### src/rtl/utf8d_pkg.sv
`timescale 1ns / 1ps
// ============================================================================
// utf8d_pkg
// Shared types and constants for the UTF-8 code point decoder.
// ============================================================================
package utf8d_pkg;

    localparam int BYTE_W   = 8;
    localparam int POINT_W  = 21;
    localparam int PEND_W   = 2;
    localparam int IN_TDATA_W  = 8;
    localparam int OUT_TDATA_W = 24;

    // Continuation-byte payload width.
    localparam int CONT_BITS = 6;

    // Lead byte prefixes, compared against the top bits of the byte.
    localparam logic [2:0] LEAD2_PREFIX = 3'b110;
    localparam logic [3:0] LEAD3_PREFIX = 4'b1110;
    localparam logic [4:0] LEAD4_PREFIX = 5'b11110;
    localparam logic [1:0] CONT_PREFIX  = 2'b10;

    // Remaining continuation counts set by each lead form.
    localparam logic [PEND_W-1:0] PEND_IDLE = 2'd0;
    localparam logic [PEND_W-1:0] PEND_ONE  = 2'd1;
    localparam logic [PEND_W-1:0] PEND_TWO  = 2'd2;
    localparam logic [PEND_W-1:0] PEND_THREE = 2'd3;

    typedef logic [BYTE_W-1:0]  byte_t;
    typedef logic [POINT_W-1:0] point_t;

    // One decoded result word.
    typedef struct packed {
        logic   point_ready;
        point_t code_point;
        logic   text_done;
    } result_t;

endpackage

### src/rtl/utf8d_decode.sv
`timescale 1ns / 1ps
// ============================================================================
// utf8d_decode
// Sequence state and the single-pass per-byte decode logic.
// ============================================================================
module utf8d_decode (
    input  logic             clk,
    input  logic             rst_n,
    input  logic             advance,
    input  utf8d_pkg::byte_t text_byte,
    input  logic             final_byte,
    output utf8d_pkg::result_t result
);
    import utf8d_pkg::*;

    logic [PEND_W-1:0] pending_reg, pending_next;
    point_t            partial_reg, partial_next;
    logic              good_reg, good_next;

    logic   is_cont;
    logic   ready;
    point_t cp;

    assign is_cont = (text_byte[7:6] == CONT_PREFIX);

    always_comb
    begin
        pending_next = pending_reg;
        partial_next = partial_reg;
        good_next    = good_reg;
        ready        = 1'b0;
        cp           = '0;

        if (pending_reg == PEND_IDLE)
        begin
            if (!text_byte[7])
            begin
                ready = 1'b1;
                cp    = point_t'(text_byte);
            end
            else if (text_byte[7:5] == LEAD2_PREFIX)
            begin
                partial_next = point_t'(text_byte[4:0]);
                pending_next = PEND_ONE;
                good_next    = 1'b1;
            end
            else if (text_byte[7:4] == LEAD3_PREFIX)
            begin
                partial_next = point_t'(text_byte[3:0]);
                pending_next = PEND_TWO;
                good_next    = 1'b1;
            end
            else if (text_byte[7:3] == LEAD4_PREFIX)
            begin
                partial_next = point_t'(text_byte[2:0]);
                pending_next = PEND_THREE;
                good_next    = 1'b1;
            end
        end
        else
        begin
            if (good_reg)
            begin
                if (!is_cont)
                    good_next = 1'b0;
                else
                    partial_next = {partial_reg[POINT_W-CONT_BITS-1:0],
                                    text_byte[CONT_BITS-1:0]};
            end
            pending_next = pending_reg - PEND_ONE;
            if ((pending_next == PEND_IDLE) && good_next)
            begin
                ready = 1'b1;
                cp    = partial_next;
            end
        end

        // The end of the text drops any unfinished sequence.
        if (final_byte)
        begin
            pending_next = PEND_IDLE;
            partial_next = '0;
            good_next    = 1'b1;
        end
    end

    assign result.point_ready = ready;
    assign result.code_point  = cp;
    assign result.text_done   = final_byte;

    always_ff @(posedge clk or negedge rst_n)
    begin
        if (!rst_n)
        begin
            pending_reg <= PEND_IDLE;
            partial_reg <= '0;
            good_reg    <= 1'b1;
        end
        else if (advance)
        begin
            pending_reg <= pending_next;
            partial_reg <= partial_next;
            good_reg    <= good_next;
        end
    end

endmodule

### src/rtl/utf8_codepoint_decoder.sv
`timescale 1ns / 1ps
// ============================================================================
// utf8_codepoint_decoder
// Decodes a UTF-8 byte stream into code points, one result word per byte.
// ============================================================================
//
//  Channel | Direction | tdata                 | tuser        | tlast
//  --------+-----------+-----------------------+--------------+-----------
//  s_*     | in        | [7:0] text_byte       | -            | final_byte
//  m_*     | out       | [20:0] code_point     | point_ready  | text_done
//
// Each input word is taken into an input register, decoded in one pass of
// logic against the sequence state, and written into the result register.
// The block accepts one word per cycle while the output is not stalled;
// the input and result registers form a two-deep pipeline.
// A stall on the output side holds the result register and, once both
// stages are full, drops s_tready. Reset clears the valid flags and returns
// the decoder to idle with no sequence pending.
//
module utf8_codepoint_decoder (
    input  logic        clk,
    input  logic        rst_n,
    // Input stream: tdata [7:0] text_byte; tlast carries final_byte.
    input  logic        s_tvalid,
    output logic        s_tready,
    input  logic [utf8d_pkg::IN_TDATA_W-1:0]  s_tdata,
    input  logic        s_tlast,
    // Output stream: tdata [20:0] code_point, [23:21] zero fill.
    output logic        m_tvalid,
    input  logic        m_tready,
    output logic [utf8d_pkg::OUT_TDATA_W-1:0] m_tdata,
    // tuser [0] point_ready.
    output logic        m_tuser,
    output logic        m_tlast
);
    import utf8d_pkg::*;

    // Input register stage.
    logic    in_valid_reg;
    byte_t   in_byte_reg;
    logic    in_final_reg;

    // Result register stage.
    logic    out_valid_reg;
    result_t out_reg;

    result_t decoded;
    logic    advance;
    logic    s_accept;

    // The decode stage moves forward whenever it holds a word and the
    // result register is empty or being emptied this cycle.
    assign advance  = in_valid_reg && (!out_valid_reg || m_tready);
    assign s_tready = !in_valid_reg || advance;
    assign s_accept = s_tvalid && s_tready;

    utf8d_decode u_decode (
        .clk        (clk),
        .rst_n      (rst_n),
        .advance    (advance),
        .text_byte  (in_byte_reg),
        .final_byte (in_final_reg),
        .result     (decoded)
    );

    always_ff @(posedge clk or negedge rst_n)
    begin
        if (!rst_n)
        begin
            in_valid_reg  <= 1'b0;
            out_valid_reg <= 1'b0;
        end
        else
        begin
            if (s_accept)
                in_valid_reg <= 1'b1;
            else if (advance)
                in_valid_reg <= 1'b0;

            if (advance)
                out_valid_reg <= 1'b1;
            else if (m_tready)
                out_valid_reg <= 1'b0;
        end
    end

    // Payload registers carry no reset.
    always_ff @(posedge clk)
    begin
        if (s_accept)
        begin
            in_byte_reg  <= s_tdata[BYTE_W-1:0];
            in_final_reg <= s_tlast;
        end
        if (advance)
            out_reg <= decoded;
    end

    assign m_tvalid = out_valid_reg;
    assign m_tdata  = {{(OUT_TDATA_W-POINT_W){1'b0}}, out_reg.code_point};
    assign m_tuser  = out_reg.point_ready;
    assign m_tlast  = out_reg.text_done;

endmodule

### config.mk
export PLATFORM = sky130hd
export DESIGN_NAME = utf8_codepoint_decoder
export DESIGN_NICKNAME = d
export VERILOG_FILES = /design/src/rtl/utf8d_pkg.sv /design/src/rtl/utf8d_decode.sv /design/src/rtl/utf8_codepoint_decoder.sv
export SDC_FILE = /design/constraint.sdc
export NUM_CORES = 1
export LEC_CHECK = 0
export BUFFER_PORTS_ARGS = -buffer_cell sky130_fd_sc_hd__buf_4
export CAP_MARGIN = 30
export CELL_PAD_IN_SITES_DETAIL_PLACEMENT = 1
export CELL_PAD_IN_SITES_GLOBAL_PLACEMENT = 2
export CORE_ASPECT_RATIO = 1.4
export CORE_MARGIN = 1
export CORE_UTILIZATION = 30
export DETAILED_ROUTE_END_ITERATION = 10
export GPL_TIMING_DRIVEN = 0
export HOLD_SLACK_MARGIN = 0.05
export PLACE_DENSITY = 0.7
export SLEW_MARGIN = 20
export SYNTH_ARGS = -nofsm -noshare
export SYNTH_HDL_FRONTEND = slang
export SYNTH_SLANG_ARGS = --single-unit
### constraint.sdc
create_clock -name clk -period 1.7 [get_ports clk]
set_input_delay 0.085 -clock clk [delete_from_list [all_inputs] [get_ports clk]]
set_output_delay 0.085 -clock clk [all_outputs]
set_load 0.02 [all_outputs]
==> run summary <==
The run gives 41 as the top-level port count. The number of cells on the worst reg-to-reg path is 5. The full die area was 7325 µm². Capture instance of the worst register-to-register path: u_decode.partial_reg[1].

Layout overhead on the synthesized area: 31.18%. The effective utilization at floorplan was 0.3147; the global-route wire length before repair was 7217 µm. The number of clock buffers inserted by TritonCTS was 5; the cell-internal power was 1909 µW. Setup repair after global routing left no endpoint under its margin. The routed layout has 1339 vias. The tools report the pin count of the biggest net entering global routing as 21. The worst setup path is captured at a register. The first detailed-routing pass ran for 4 iterations. The startpoint identified for the worst register-to-register timing path is u_decode.pending_reg[1]. For the count of endpoints failing hold in the final timing report, the log shows 0.

The run gives 0.584 as the relative contribution of sequential cells to total power. The final layout contains routed wiring with a total length of 4416 µm. The global-route usage over all layers was 0.1329. For the clock sink count, the log shows 52.

Synthesis instantiated 35 different standard cells from the library. Summing every instance area after synthesis gives 2095 µm². The critical path goes through and4bb_1 > a2bb2oi_2 > a21o_1 > buf_6 > a22o_1.

The maximum fanout along the worst path was 9; the number of buffers inserted by port buffering was 37. The wire-length estimate of the detail-placed layout is 3081 µm. The run gives 0.3773 mV as the worst ir drop on vdd. The number of slew-limit violations in the final report is 0, and the required time at the endpoint of the critical path is 1.89 ns. The Yosys step of the flow raised 0 warnings. In this run the standard cell core region covers 6656 µm². The final critical-path required period is 1.610 ns. The run gives 1469 as the via count of the first global-routing pass. Number of buffer and inverter instances along the worst setup path: 1. Portion of the clock cycle consumed by the worst path in the final layout: 0.9471.

The first routing iteration left 74 violations. The number of enable flip-flop cells after synthesis was 32. Critical hold path startpoint: m_tready. For this run, the leading register cell type out of synthesis is edfxtp_1. The initialized floorplan defines 35 standard-cell rows. The analysis attributes to net switching a power of 673.3 µW. The run gives 0 as the number of design rule violations left after detail routing. The net switching share of the total power was 0.2607. For this design the ratio of total power to cell area is 940.0 nW/µm². The run gives 0 as the initial antenna violation count. The logic gate share of total power was 0.154. The critical path is of the register to register type. 0 antenna diodes ended up in the layout. The per-instance average area after synthesis is 14.55 µm². The worst hold path terminates at m_tvalid. The tightest min-delay check is of the input port to register type. Synthesis inferred 52 register bits.

The share of cells above drive strength 1 was 0.3137. After filler insertion, the fill cell instance count of the layout stands at 707. The clock transition at the registers of the reported paths works out to 0.09 ns.

Largest area contributor in the synthesized netlist: edfxtp_1. The width of the die is 72.62 µm. The leakage power is 0.001132 µW.

The register with the most flip-flops in the layout has 21 of them. On the final layout, the worst clock skew is 0.006604 ns. The per-cell via count in the routed design is 4.524. The library cell used as clock root buffer was clkbuf_8. Overall power consumption after layout is estimated at 2583 µW. The run gives 0.6211 GHz as the maximum clock rate. TritonCTS built the clock tree. For the net count reported at finish, the log shows 216. Final total negative setup slack: 0 ns. Most common cell in the synthesized netlist: edfxtp_1. Setup violations remaining at the end of the flow were counted as 0.

Excluding fillers, the count of instances in the completed layout stands at 296. The number of instances on the worst hold path works out to 3. The sequential cells in the finished layout cover a total of 1463 µm². The number of max-cap violations is 0. By count the netlist is led by edfxtp_1 (32), dfrtp_1 (19), and2_1 (16). The maximum number of buffers from clock root to sink came out at 2.

The proportion of synthesized flip-flops having asynchronous set or reset came out at 0.3846. The H-tree was split into 2 levels. Global routing finished with a remaining overflow of 0.

For this design, the slowest cell found on the critical path is dfrtp_1. The count of nets left with antenna violations after detail routing was 0. The fraction of the yosys area taken by sequential cells came out at 0.6983.

The synthesized instance count is 144. From bottom edge to top edge, the die measures 100.9 µm. The worst setup path is launched from a register. The fraction of post-synthesis cell area in the top cell type by area was 0.4588. Slack of the worst reg-to-reg path: 0.09 ns. The run gives 578.1 µm² as the area of the multi-input gates. The logs give 0.7854 for the weighted congestion reported at the end of routability-driven placement and 0.30 ns for the latest clock arrival within the worst-skew pair.

By area the synthesized netlist is led by edfxtp_1 (46%), dfrtp_1 (23%), a22o_1 (5.0%), and2_1 (4.8%), buf_4 (1.8%). The clock power share was 0.262. The delay of the slowest cell on the worst path came out at 0.48 ns. Including well taps, the total number of placed cells is 275. In the final routed layout, each cell accounts on average for 14.92 µm.

The run finished with clean final reports. The cell family contributing the most delay on the critical path is compound AO/OA/AOI/OAI gates. The arrival time of the worst setup path was 1.80 ns.
cells in the final DEF, fill, tap and decap left out, types with 2 or more instances in the layout:
cell / instances
buf_4: 43
edfxtp_1: 32
dfrtp_1: 19
and2_1: 16
a22o_1: 12
dlygate4sd3_1: 11
nor2b_1: 6
clkbuf_8: 5
nand2_1: 4
inv_1: 4
nor2_1: 4
nand2b_1: 4
nand3_1: 4
o21ai_0: 3
clkinvlp_4: 3
o22ai_1: 3
conb_1: 3
a32o_1: 2
nor3_1: 2
a31oi_1: 2
layer usage:
layer,GRT usage,vias to the layer above,share of wire
met5,0,-,0
met4,0.05430,0,0.013
met2,0.2516,33,0.55
li1,-,638,-
met3,0.02500,4,0.029
met1,0.1413,664,0.40
worst max path at each step:
stage                                  from                 endpoint  depth (start not counted)
finish              u_decode.pending_reg[1]  u_decode.partial_reg[1]                          5
global placement             in_byte_reg[6]               m_tdata[6]                          5
CTS                                m_tvalid  u_decode.pending_reg[0]                          6
detailed placement                 m_tvalid  u_decode.pending_reg[0]                          6
global route                 in_byte_reg[6]  u_decode.partial_reg[1]                          5
floorplan                          m_tvalid  u_decode.pending_reg[0]                          6
stage by stage:
step / setup slack (ns) / utilization / hold slack [ns] / cell area (µm²)
floorplan: 0.06549 / - / -0.2106 / 2107
global route: 0.01339 / 0.4128 / 0.09694 / 2748
CTS: 0.001165 / 0.4071 / 0.06888 / 2710
finish: 0.08994 / 0.4128 / 0.07589 / 2748
detailed placement: -0.1973 / 0.3756 / -0.01006 / 2500
global placement: -0.1010 / 0.3756 / -0.01927 / 2500
final cells by class:
class                      instances  share of cell area
timing repair inverter             1            0.002732
buffer                             8             0.02231
clock buffer                       6             0.02641
clock inverter                     2            0.004554
timing repair buffer              50              0.1512
inverter                           5            0.008197
sequential                        52              0.5323
tap                               92             0.04189
multi-input combinational         80              0.2104
power by group through the flow:
stage	registers (µW)	logic, µW	clock network [µW]
floorplan	1570	171	0
global placement	1530	353	0
detailed placement	1530	366	0
CTS	1510	391	696
global route	1520	429	747
finish	1510	397	678
kinds of logic (layout without fill, tap and decap cells):
family	count (synthesis)	in the layout	share of synthesized area
compound gates	28	28	0.1075
buf+inv	14	72	0.03764
flops	52	52	0.6983
other cells	1	3	0.001790
simple gates	49	49	0.1547
worst reg2reg max path, cell delays in order (launching register included):
cell and delay [ns]:
dfrtp_1 0.48, and4bb_1 0.34, a2bb2oi_2 0.10, a21o_1 0.21, buf_6 0.14, a22o_1 0.23
repair_timing:
item | CTS | global route
endpoints found under the hold margin | 30 | 0
buffers inserted | 0 | 2
pin swaps | 0 | 1
hold buffers | 11 | 0
cloned | 1 | 0
endpoints found under the setup margin | 35 | 27
resized for setup | 3 | 4
Power figures use the tool's default switching activity.
